**config.mk**
```make
export PLATFORM = sky130hd
export DESIGN_NAME = periodic_task_tick_scheduler
export DESIGN_NICKNAME = d
export VERILOG_FILES = /design/src/rtl/ptts_pkg.sv /design/src/rtl/ptts_cell.sv /design/src/rtl/periodic_task_tick_scheduler.sv
export SDC_FILE = /design/constraint.sdc
export NUM_CORES = 2
export LEC_CHECK = 0
export CELL_PAD_IN_SITES_DETAIL_PLACEMENT = 0
export CELL_PAD_IN_SITES_GLOBAL_PLACEMENT = 1
export CORE_ASPECT_RATIO = 0.5
export CORE_MARGIN = 3
export CORE_UTILIZATION = 50
export CTS_CLUSTER_SIZE = 28
export DETAILED_ROUTE_END_ITERATION = 16
export DONT_BUFFER_PORTS = 1
export PLACE_DENSITY = 0.87
export RECOVER_POWER = 25
export SLEW_MARGIN = 20
export SYNTH_ARGS = -nofsm -noshare
export SYNTH_HDL_FRONTEND = slang
export SYNTH_SLANG_ARGS = --single-unit
```
**constraint.sdc**
```tcl
create_clock -name clk -period 5.5 [get_ports clk]
set_clock_uncertainty 0.2 [all_clocks]
set_input_delay 0.55 -clock clk [delete_from_list [all_inputs] [get_ports clk]]
set_output_delay 0.55 -clock clk [all_outputs]
set_load 0.02 [all_outputs]
```
**src/rtl/ptts_pkg.sv**
```systemverilog
// Shared types and constants for the periodic task tick scheduler.
// Used by ptts_cell and periodic_task_tick_scheduler; no dependencies.
package ptts_pkg;

  localparam int PTTS_MAX_TASKS = 8;
  // Slot index width: 5 bits, room for up to 32 slot indices.
  localparam int PTTS_IDX_W     = 5;

  localparam logic [1:0] POL_RM  = 2'd0;
  localparam logic [1:0] POL_DM  = 2'd1;
  localparam logic [1:0] POL_EDF = 2'd2;

  localparam logic CFG_POLICY = 1'b0;
  localparam logic CFG_ACTIVE = 1'b1;

  localparam logic OP_LOAD = 1'b0;
  localparam logic OP_TICK = 1'b1;

  // Running best candidate handed from cell to cell.
  typedef struct packed {
    logic                  found;
    logic [31:0]           key;
    logic [PTTS_IDX_W-1:0] idx;
  } search_t;

  // Broadcast control from the sequencer to every cell.
  typedef struct packed {
    logic                  load;
    logic [2:0]            slot;
    logic [15:0]           period;
    logic [15:0]           run_time;
    logic [15:0]           rel_deadline;
    logic                  update;
    logic [31:0]           now;
    logic                  dec;
    logic [PTTS_IDX_W-1:0] dec_idx;
    logic [1:0]            policy;
    logic [3:0]            active;
  } cell_ctrl_t;

endpackage

```
**src/rtl/ptts_cell.sv**
```systemverilog
// One task slot of the scheduler chain: parameters, phase, work and deadline,
// plus one registered stage of the minimum-key search. Depends on ptts_pkg.
module ptts_cell #(
  parameter int IDX = 0
) (
  input  logic                clk,
  input  logic                rst_n,
  input  ptts_pkg::cell_ctrl_t ctrl,
  input  ptts_pkg::search_t   best_in,
  output ptts_pkg::search_t   best_out
);
  import ptts_pkg::*;

  localparam logic [PTTS_IDX_W-1:0] MY_IDX = PTTS_IDX_W'(IDX);

  logic [15:0] period_r, period_nxt;
  logic [15:0] run_r, run_nxt;
  logic [15:0] dl_r, dl_nxt;
  logic [15:0] work_r, work_nxt;
  logic [31:0] abs_r, abs_nxt;
  logic [15:0] phase_r, phase_nxt;
  search_t     best_r, best_nxt;

  logic [16:0] phase_inc;
  logic [31:0] key;
  logic        eligible;
  logic        slot_hit;

  assign phase_inc = {1'b0, phase_r} + 17'd1;
  assign slot_hit  = ctrl.load && ({2'b00, ctrl.slot} == MY_IDX);
  assign eligible  = ({1'b0, MY_IDX} < {2'b00, ctrl.active}) && (work_r != 16'd0);

  always_comb begin
    case (ctrl.policy)
      POL_DM:  key = {16'd0, dl_r};
      POL_EDF: key = abs_r;
      default: key = {16'd0, period_r};
    endcase
  end

  always_comb begin
    period_nxt = period_r;
    run_nxt    = run_r;
    dl_nxt     = dl_r;
    work_nxt   = work_r;
    abs_nxt    = abs_r;
    phase_nxt  = phase_r;
    if (ctrl.load) begin
      if (slot_hit) begin
        period_nxt = (ctrl.period == 16'd0) ? 16'd1 : ctrl.period;
        run_nxt    = ctrl.run_time;
        dl_nxt     = ctrl.rel_deadline;
      end
      // restart from time zero
      work_nxt  = run_nxt;
      abs_nxt   = {16'd0, dl_nxt};
      phase_nxt = 16'd0;
    end else if (ctrl.update) begin
      if ((ctrl.policy == POL_EDF) && (ctrl.now >= abs_r)) begin
        abs_nxt = abs_r + {16'd0, dl_r};
      end
      if (phase_r == 16'd0) begin
        work_nxt = run_r;
      end
      phase_nxt = (phase_inc >= {1'b0, period_r}) ? 16'd0 : phase_inc[15:0];
    end else if (ctrl.dec && (ctrl.dec_idx == MY_IDX)) begin
      work_nxt = work_r - 16'd1;
    end
  end

  // Take over the candidate when this slot beats it; ties keep the lower slot.
  always_comb begin
    best_nxt = best_in;
    if (eligible && (!best_in.found || (key < best_in.key))) begin
      best_nxt.found = 1'b1;
      best_nxt.key   = key;
      best_nxt.idx   = MY_IDX;
    end
  end

  always_ff @(posedge clk) begin
    if (!rst_n) begin
      period_r <= '0;
      run_r    <= '0;
      dl_r     <= '0;
      work_r   <= '0;
      abs_r    <= '0;
      phase_r  <= '0;
      best_r   <= '0;
    end else begin
      period_r <= period_nxt;
      run_r    <= run_nxt;
      dl_r     <= dl_nxt;
      work_r   <= work_nxt;
      abs_r    <= abs_nxt;
      phase_r  <= phase_nxt;
      best_r   <= best_nxt;
    end
  end

  assign best_out = best_r;

endmodule

```
**src/rtl/periodic_task_tick_scheduler.sv**
```systemverilog
// Periodic task tick scheduler: a row of MAX_TASKS slot cells with a sequencer.
// A load request completes on acceptance; a tick request runs update, one search
// step per cell along the chain, then pick and decrement (held while output is full).
// One request at a time; the next is accepted while a result waits downstream.
// Synchronous active-low reset clears all task state, time, and sets policy 0,
// active_tasks 3. Depends on ptts_pkg and ptts_cell.
module periodic_task_tick_scheduler #(
  parameter int MAX_TASKS = ptts_pkg::PTTS_MAX_TASKS
) (
  input  logic        clk,
  input  logic        rst_n,
  input  logic        in_tvalid,
  output logic        in_tready,
  // [2:0] task_slot, [18:3] period, [34:19] run_time, [50:35] rel_deadline
  input  logic [55:0] in_tdata,
  // [0] opcode
  input  logic [0:0]  in_tuser,
  output logic        out_tvalid,
  input  logic        out_tready,
  // [2:0] running_task, [34:3] tick_time
  output logic [39:0] out_tdata,
  // [0] busy_res
  output logic [0:0]  out_tuser,
  input  logic        cfg_we,
  input  logic        cfg_addr,
  input  logic [3:0]  cfg_wdata
);
  import ptts_pkg::*;

  localparam int CNT_W = (MAX_TASKS > 1) ? $clog2(MAX_TASKS) : 1;
  localparam logic [CNT_W-1:0] CNT_LAST = CNT_W'(MAX_TASKS - 1);

  localparam logic [1:0] ST_IDLE = 2'd0;
  localparam logic [1:0] ST_SRCH = 2'd1;
  localparam logic [1:0] ST_DEC  = 2'd2;

  logic [1:0]       state_r, state_nxt;
  logic [CNT_W-1:0] cnt_r, cnt_nxt;
  logic [31:0]      time_r, time_nxt;
  logic [1:0]       policy_r;
  logic [3:0]       active_r;
  logic             out_valid_r, out_valid_nxt;
  logic [39:0]      out_data_r, out_data_nxt;
  logic             out_busy_r, out_busy_nxt;

  logic       in_acc;
  logic       is_tick;
  logic       dec_go;
  cell_ctrl_t ctrl;
  search_t    best [MAX_TASKS];
  search_t    last;

  assign in_tready = (state_r == ST_IDLE);
  assign in_acc    = in_tvalid && in_tready;
  assign is_tick   = (in_tuser[0] == OP_TICK);
  assign last      = best[MAX_TASKS-1];
  // hold the pick until the output register is free
  assign dec_go    = (state_r == ST_DEC) && (!out_valid_r || out_tready);

  always_comb begin
    ctrl.load         = in_acc && !is_tick;
    ctrl.slot         = in_tdata[2:0];
    ctrl.period       = in_tdata[18:3];
    ctrl.run_time     = in_tdata[34:19];
    ctrl.rel_deadline = in_tdata[50:35];
    ctrl.update       = in_acc && is_tick;
    ctrl.now          = time_r;
    ctrl.dec          = dec_go && last.found;
    ctrl.dec_idx      = last.idx;
    ctrl.policy       = policy_r;
    ctrl.active       = active_r;
  end

  for (genvar k = 0; k < MAX_TASKS; k++) begin : g_cell
    search_t chain_in;
    if (k == 0) begin : g_head
      assign chain_in = '0;
    end else begin : g_link
      assign chain_in = best[k-1];
    end
    ptts_cell #(.IDX(k)) u_cell (
      .clk      (clk),
      .rst_n    (rst_n),
      .ctrl     (ctrl),
      .best_in  (chain_in),
      .best_out (best[k])
    );
  end

  always_comb begin
    state_nxt     = state_r;
    cnt_nxt       = cnt_r;
    time_nxt      = time_r;
    out_valid_nxt = out_valid_r && !out_tready;
    out_data_nxt  = out_data_r;
    out_busy_nxt  = out_busy_r;
    case (state_r)
      ST_IDLE: begin
        if (in_acc) begin
          if (is_tick) begin
            state_nxt = ST_SRCH;
            cnt_nxt   = '0;
          end else begin
            time_nxt = 32'd0;
          end
        end
      end
      ST_SRCH: begin
        // advance the candidate one cell per cycle
        if (cnt_r == CNT_LAST) begin
          state_nxt = ST_DEC;
        end else begin
          cnt_nxt = cnt_r + CNT_W'(1);
        end
      end
      ST_DEC: begin
        if (dec_go) begin
          out_valid_nxt = 1'b1;
          out_data_nxt  = {5'd0, time_r, last.found ? last.idx[2:0] : 3'd0};
          out_busy_nxt  = last.found;
          time_nxt      = time_r + 32'd1;
          state_nxt     = ST_IDLE;
        end
      end
      default: state_nxt = ST_IDLE;
    endcase
  end

  always_ff @(posedge clk) begin
    if (!rst_n) begin
      state_r     <= ST_IDLE;
      cnt_r       <= '0;
      time_r      <= '0;
      out_valid_r <= 1'b0;
      policy_r    <= POL_RM;
      active_r    <= 4'd3;
    end else begin
      state_r     <= state_nxt;
      cnt_r       <= cnt_nxt;
      time_r      <= time_nxt;
      out_valid_r <= out_valid_nxt;
      if (cfg_we) begin
        case (cfg_addr)
          CFG_POLICY: policy_r <= cfg_wdata[1:0];
          CFG_ACTIVE: active_r <= cfg_wdata;
          default: ;
        endcase
      end
    end
  end

  always_ff @(posedge clk) begin
    out_data_r <= out_data_nxt;
    out_busy_r <= out_busy_nxt;
  end

  assign out_tvalid   = out_valid_r;
  assign out_tdata    = out_data_r;
  assign out_tuser[0] = out_busy_r;

  a_dec_emits: assert property (@(posedge clk) disable iff (!rst_n)
    dec_go |=> out_tvalid)
    else $error("pick did not produce a result");

  a_tick_starts_search: assert property (@(posedge clk) disable iff (!rst_n)
    (in_acc && is_tick) |=> (state_r == ST_SRCH) && (cnt_r == '0))
    else $error("tick did not start the search");

  a_load_restarts: assert property (@(posedge clk) disable iff (!rst_n)
    (in_acc && !is_tick) |=> (time_r == 32'd0) && (state_r == ST_IDLE))
    else $error("load did not restart time");

  a_pick_in_range: assert property (@(posedge clk) disable iff (!rst_n)
    ((state_r == ST_DEC) && last.found) |->
      (({1'b0, last.idx} < 6'(MAX_TASKS)) &&
       ({1'b0, last.idx} < {2'b00, active_r})))
    else $error("picked slot outside the active range");

endmodule
```
=== Word-level counts from Yosys, hierarchy flattened ===
Index checks and enable logic that the tools add are counted.

* Bits in latches: 0
* ROM bits: 0
* Register bits after elaboration: 1248
* Memory bits (writable): 0
* Input bits: 67
* Memories kept: 0
* Word-level logic and storage cells: 448

* Div/mod/pow operators: 0
* Reductions and logical operators: 149
* Magnitude comparators: 31
* Add/sub/neg operators: 26
* Mux-type cells: 112
* Eq/ne operators: 33
* Bitwise logic cells: 2
* $mul: 0
* Shift operators: 0

{| class="wikitable"
|+ Operators by type and width
! kind !! count
|-
| 2-to-1 mux 16 bit || 81
|-
| one-hot mux 32 bit (2 select lines) || 9
|-
| 2-to-1 mux 38 bit || 8
|-
| adder 32 x 16 -> 32 bit || 8
|-
| greater-or-equal comparator 32 bit || 8
|-
| less-than comparator 32 bit || 7
|-
| zero test 16 bit || 9
|-
| adder 16 x 1 -> 17 bit, second input constant || 8
|-
| greater-or-equal comparator 17 x 16 -> 1 bit || 8
|-
| nonzero test 16 bit || 8
|-
| subtractor 16 x 1 -> 16 bit, second input constant || 8
|-
| 2-to-1 mux 32 bit || 3
|-
| AND reduction 2 bit || 36
|-
| logical AND 1 bit || 45
|-
| adder 32 x 1 -> 32 bit, second input constant || 1
|-
| inequality test 3 x 1 -> 1 bit, second input constant || 8
|-
| nonzero test 3 bit || 8
|-
| nonzero test 2 bit || 11
|-
| equality test 5 x 3 -> 1 bit, second input constant || 4
|-
| less-than comparator 3 x 4 -> 1 bit, first input constant || 4
|-
| OR reduction 2 bit || 8
|-
| equality test 3 bit, second input constant || 5
|-
| AND reduction 4 bit || 3
|-
| equality test 5 x 2 -> 1 bit, second input constant || 2
|-
| other kinds (21) || 53
|}

=== Depth between registers and ports, before layout ===
* Depth in word-level cells: 8
* Mapped depth: 20
* Depth with buffers taken out: 16

=== Hierarchy ===
Synthesis repeated with hierarchy kept, for this count alone.

* Cell total of the unflattened synthesis: 10007
* Area, all modules: 81533.2 µm²

{| class="wikitable"
|+ By module, submodules not included
! module !! seq. area each (µm²) !! cells an instance !! times used !! area each (µm²)
|-
| ptts_cell (g_cell[4].u_cell) || 3002.9 || 1220 || 1 || 10100.9
|-
| ptts_cell (g_cell[5].u_cell) || 3002.9 || 1234 || 1 || 9914.5
|-
| ptts_cell (g_cell[7].u_cell) || 3002.9 || 1236 || 1 || 9899.5
|-
| ptts_cell (g_cell[2].u_cell) || 3002.9 || 1203 || 1 || 9760.6
|-
| ptts_cell (g_cell[0].u_cell) || 3002.9 || 1215 || 1 || 9731.8
|-
| ptts_cell (g_cell[3].u_cell) || 3002.9 || 1198 || 1 || 9721.8
|-
| ptts_cell (g_cell[1].u_cell) || 3002.9 || 1229 || 1 || 9689.3
|-
| ptts_cell (g_cell[6].u_cell) || 3002.9 || 1187 || 1 || 9524.1
|-
| periodic_task_tick_scheduler || 1961.9 || 285 || 1 || 3190.6
|}

=== Worst setup path after synthesis ===
No wires, ideal clock.

* Kind: register to register
* Start point: register policy_r[0]
* End point: register g_cell[6].u_cell.best_r (netlist bit g_cell[6].u_cell.best_out[14])
* Period minus slack after synthesis: 4405 ps
* Arrival time: 4078 ps
* Cell stages (with the launch flop): 21
* Slack: 1095 ps
* Library setup time: 128 ps
* Buffers on the path: 6
* Required time: 5172 ps
* Path through: dfxtp_1 > inv_1 > ha_1 > buf_2 > inv_1 > clkbuf_1 > clkbuf_1 > buf_1 > nor2_1 > ha_1 > a21o_1 > a21o_1 > a21o_1 > a21oi_1 > o21ai_0 > a31oi_2 > a21boi_1 > buf_4 > buf_4 > mux2i_1 > nor2_1

* Longest elaborated chain between the ends: 6
* Elaborated cells between the ends (all ways): 7
* Those cells by class: order compare (1); eq/ne (2); mux (2); reduce/logical (2)

{| class="wikitable"
|+ RTL lines
! what !! RTL line !! source
|-
| start: declaration || periodic_task_tick_scheduler.sv:40 || <nowiki>logic [1:0] policy_r;</nowiki>
|-
| start signal: assignment || periodic_task_tick_scheduler.sv:144 || <nowiki>CFG_POLICY: policy_r <= cfg_wdata[1:0];</nowiki>
|-
| equality test 2 bit or equality test 2 x 1 -> 1 bit (tied branches) || ptts_cell.sv:34 || <nowiki>case (ctrl.policy)</nowiki>
|-
| one-hot mux 32 bit (2 select lines) (*) || ptts_cell.sv:34 ||
|-
| less-than comparator 32 bit || ptts_cell.sv:74 || <nowiki>if (eligible && (!best_in.found || (key < best_in.key))) begin</nowiki>
|-
| logical OR 1 bit || ptts_cell.sv:74 ||
|-
| logical AND 1 bit || ptts_cell.sv:74 ||
|-
| 2-to-1 mux 38 bit (*) || ptts_cell.sv:74 ||
|-
| end signal: assignment || ptts_cell.sv:97 || <nowiki>best_r <= best_nxt;</nowiki>
|-
| end: declaration || ptts_cell.sv:22 || <nowiki>search_t best_r, best_nxt;</nowiki>
|}

Every way passes the cells marked *; elsewhere a longest branch is shown, timed or not.
A chain may end at the register's enable or synchronous reset.

=== Worst setup path in the final report ===
* Start point: register state_r[0]
* End point: register g_cell[5].u_cell.work_r[0]

* Longest elaborated chain between the ends: 6
* Elaborated cells between the ends (all ways): 15
* Those cells by class: eq/ne (2); mux (3); reduce/logical (10)

{| class="wikitable"
|+ RTL lines
! what !! RTL line !! source
|-
| start: declaration || periodic_task_tick_scheduler.sv:37 || <nowiki>logic [1:0] state_r, state_nxt;</nowiki>
|-
| start signal: assignment || periodic_task_tick_scheduler.sv:138 || <nowiki>state_r <= state_nxt;</nowiki>
|-
| zero test 2 bit (*) || periodic_task_tick_scheduler.sv:53 || <nowiki>assign in_tready = (state_r == ST_IDLE);</nowiki>
|-
| via in_tready || periodic_task_tick_scheduler.sv:13 || <nowiki>output logic in_tready,</nowiki>
|-
| logical AND 1 bit (*) || periodic_task_tick_scheduler.sv:54 || <nowiki>assign in_acc = in_tvalid && in_tready;</nowiki>
|-
| logical AND 1 bit || periodic_task_tick_scheduler.sv:61 || <nowiki>ctrl.load = in_acc && !is_tick;</nowiki>
|-
| logical AND 1 bit || ptts_cell.sv:30 || <nowiki>assign slot_hit = ctrl.load && ({2'b00, ctrl.slot} == MY_IDX);</nowiki>
|-
| 2-to-1 mux 16 bit || ptts_cell.sv:49 || <nowiki>if (slot_hit) begin</nowiki>
|-
| 2-to-1 mux 16 bit || ptts_cell.sv:48 || <nowiki>if (ctrl.load) begin</nowiki>
|-
| end signal: assignment || ptts_cell.sv:94 || <nowiki>work_r <= work_nxt;</nowiki>
|-
| end: declaration || ptts_cell.sv:19 || <nowiki>logic [15:0] work_r, work_nxt;</nowiki>
|}

Mark *: on every way through the listed nets, which the timed path passes. The rest lies on a longest branch.

==> summary.md <==
| Metric | Value |
|---|---|
| Cell breakdown of the critical path | `nor2_1, nand2_1, nor2_4, nand2_1, nor3b_2, clkbuf_1, nand2_1, nand2_1, o21ai_0, a211oi_1` |
| Drt pass-1 iters | `6` |
| CP dominant cell by count | `nand2_1` |
| Antenna viol nets, final | `0` |
| WL per Instance | `22.1 microns` |
| Clock latency on the worst-skew pair | `0.76 ns` |
| Nets | `9830` |
| Vias per inst | `6.01` |
| Delay-heaviest family, CP | `simple AND/OR/NAND/NOR gates` |
| Fin. Hold Viols | `0` |
| Hold_ws | `0.0341 ns` |
| Num Clock Sinks | `1225` |
| Period utilisation layout | `93.7%` |
| Gp weighted congestion | `0.966` |
| EDFF count, synth | `36` |
| CTS buffer count | `115` |
| First-pass GRT wire length | `370 mm` |
| Most frequent cell after synthesis | `dfxtp_1` |
| RSZ-0062 raised after global routing | `false` |
| Post-synth cell types | `106` |
| Final setup viols | `0` |
| Worst ir drop on vdd | `0.283 mV` |
| Top post-synthesis cells by count | `dfxtp_1, nor2_1, nand2_1` |
| Worst-Margin Slew | `3.78 ns` |
| Setup TNS | `0 ns` |
| Yosys top cell by area | `dfxtp_1` |
| Commonest register cell after synthesis | `dfxtp_1` |
| Vias in the first global route | `60500` |
| Drt initial violations | `6317` |
| Post-DP HPWL | `175 mm` |
| Die W | `552 microns` |
| Crit path max-delay cell type | `clkbuf_1` |
| Data required, critical path | `5.96 ns` |
| Mapped Cells | `9184` |
| Leak | `32.9 nW` |
| Total number of vias | `66600` |
| Hold Path Class | `in -> reg` |
| Outcome | `finished with violations` |
| Kind of critical path | `reg -> reg` |
| Clock Tree Root | `clkbuf_16` |
| Warnings from Yosys | `0` |
| Max cap viols | `12` |
| PwrDens | `262 mW/mm^2` |
| Synthesized area | `0.0745 sq mm` |
| Max FO, Critical Path | `22` |
| Initial core utilization | `50.7%` |
| Core area | `0.147 sq mm` |
| Max Clk Rate | `194 MHz` |
| Maximum single-stage delay on the critical path | `1.39 ns` |
| Layout cells sized above 1 | `4.48%` |
| Gr ovfl total | `0` |
| Synth area leaders | `dfxtp_1, ha_1, mux2i_1` |
| WL final | `245 mm` |
| FF+latch count, synth | `1225` |
| Area delta synth->final | `8.43%` |
| CP endpoint kind | `flip-flop` |
| Max Slew Vio Count | `554` |
| Post-layout min period | `5.15 ns` |
| Die area | `0.154 sq mm` |
| Post-route DRC | `0` |
| Sequential-to-total area share from yosys stat | `33.4%` |
| All-Layer GR Usage | `30.9%` |
| CP startpoint kind | `flip-flop` |
| Worst path bufs/invs | `1` |
| # rows | `99` |
| # fillers | `14000` |
| Failing checks | `capacitance limit, slew limit` |
| Htree depth | `3` |
| Die height | `279 microns` |
| Port Buffer Count | `0` |
| # IOs | `110` |
| Mean Syn Cell Area | `8.11 sq um` |
| Initial antenna violation count | `18` |
| Slew Limit Headroom | `-152%` |
| Yosys top cell area share | `32.0%` |
| TritonCTS clock tree | `done` |
| Synth async-reset ratio | `0%` |
| Pin count of the biggest net entering global routing | `165` |
| Crit path DAT | `5.61 ns` |
| Clock transition at path regs | `0.07 ns` |
| CTS Buffer Depth | `3` |
==> kinds of logic after synthesis <==
logic type | after synthesis | synth area share (%)
simple gates | 2990 | 18.4
compound gates | 2258 | 19.8
buf+inv | 1240 | 6.45
flops | 1225 | 33.4
fa+ha+maj | 766 | 12.9
mux | 420 | 5.65
xor+xnor | 284 | 3.34
other cells | 1 | 0.00503
==> final cells by class <==
cell class / instances / area, sq um / share of cell area [%]
antenna: 18 / 45.0 / 0.0558
sequential: 1225 / 24900 / 30.8
clock inverter: 30 / 338 / 0.418
tap: 1969 / 2460 / 3.05
multi-input combinational: 6723 / 45000 / 55.7
timing repair buffer: 225 / 1940 / 2.40
clock buffer: 181 / 3450 / 4.27
inverter: 707 / 2660 / 3.30
==> timing repair <==
action                                 4_1_cts  5_1_grt
gates resized for setup                      0        0
hold buffers                                67        0
endpoints found under the hold margin      637        0
buffers inserted                             0        0
==> where the power goes <==
part           switching, mW  internal (mW)  total, mW
clock network           3.72           4.57       8.29
registers              0.235           9.17       9.41
logic                   2.23           1.21       3.43
total                   6.19           14.9       21.1
==> worst paths after layout <==
kind                                 from                           end  slack, ns  depth (start not counted)
max                            state_r[0]    g_cell[5].u_cell.work_r[0]       0.35                         10
min                           in_tdata[3]  g_cell[1].u_cell.period_r[0]       0.03                          2
max reg2reg                    state_r[0]    g_cell[5].u_cell.work_r[0]       0.35                         10
min reg2reg  g_cell[6].u_cell.best_out[1]  g_cell[7].u_cell.best_out[1]       0.23                          2
==> per-layer routing <==
layer | up-vias | global-route usage (%) | wire (microns)
met2 | 2316 | 45.2 | 100000
met5 | - | 0.824 | 165
met1 | 31700 | 44.9 | 113000
met4 | 2 | 7.81 | 6680
met3 | 334 | 7.71 | 24700
li1 | 32200 | - | -
==> through the flow <==
step	std cells	power (mW)	cell area (sq um)	worst slack [ns]	utilization (%)
after floorplan	9188	11.9	74500	1.09	-
after global placement	10800	12.7	76400	0.723	52.0
after detailed placement	10800	12.8	76400	0.712	52.0
after CTS	11100	21.1	80900	0.674	55.0
after global routing	11100	21.9	80700	0.188	55.0
final	11100	21.1	80800	0.348	55.0
==> cells in the final DEF (no fill, tap or decap), drive strengths merged, types with 60 or more instances in the layout <==
master	n
a211oi	138
a21o	217
a21oi	734
a221oi	136
a22oi	93
a31oi	75
and3	106
buf	129
clkbuf	212
dfxtp	1189
dlygate4sd3	65
ha	758
inv	708
mux2i	417
nand2	846
nand3	280
nand4	137
nor2	1046
nor3	173
nor4	68
o21a	60
o21ai	393
o31ai	81
xnor2	192
xor2	92
==> registers in the layout (all words and copies together), names as in the netlist <==
signal                  count
active_r                    4
cnt_r                       3
g_cell.u_cell.abs_r       256
g_cell.u_cell.best_out    249
g_cell.u_cell.dl_r        128
g_cell.u_cell.period_r    128
g_cell.u_cell.phase_r     128
g_cell.u_cell.run_r       128
g_cell.u_cell.work_r      128
out_tdata                  35
out_tuser                   1
out_tvalid                  1
policy_r                    2
state_r                     2
time_r                     32
Note: power is estimated with default switching activity, not from simulation.
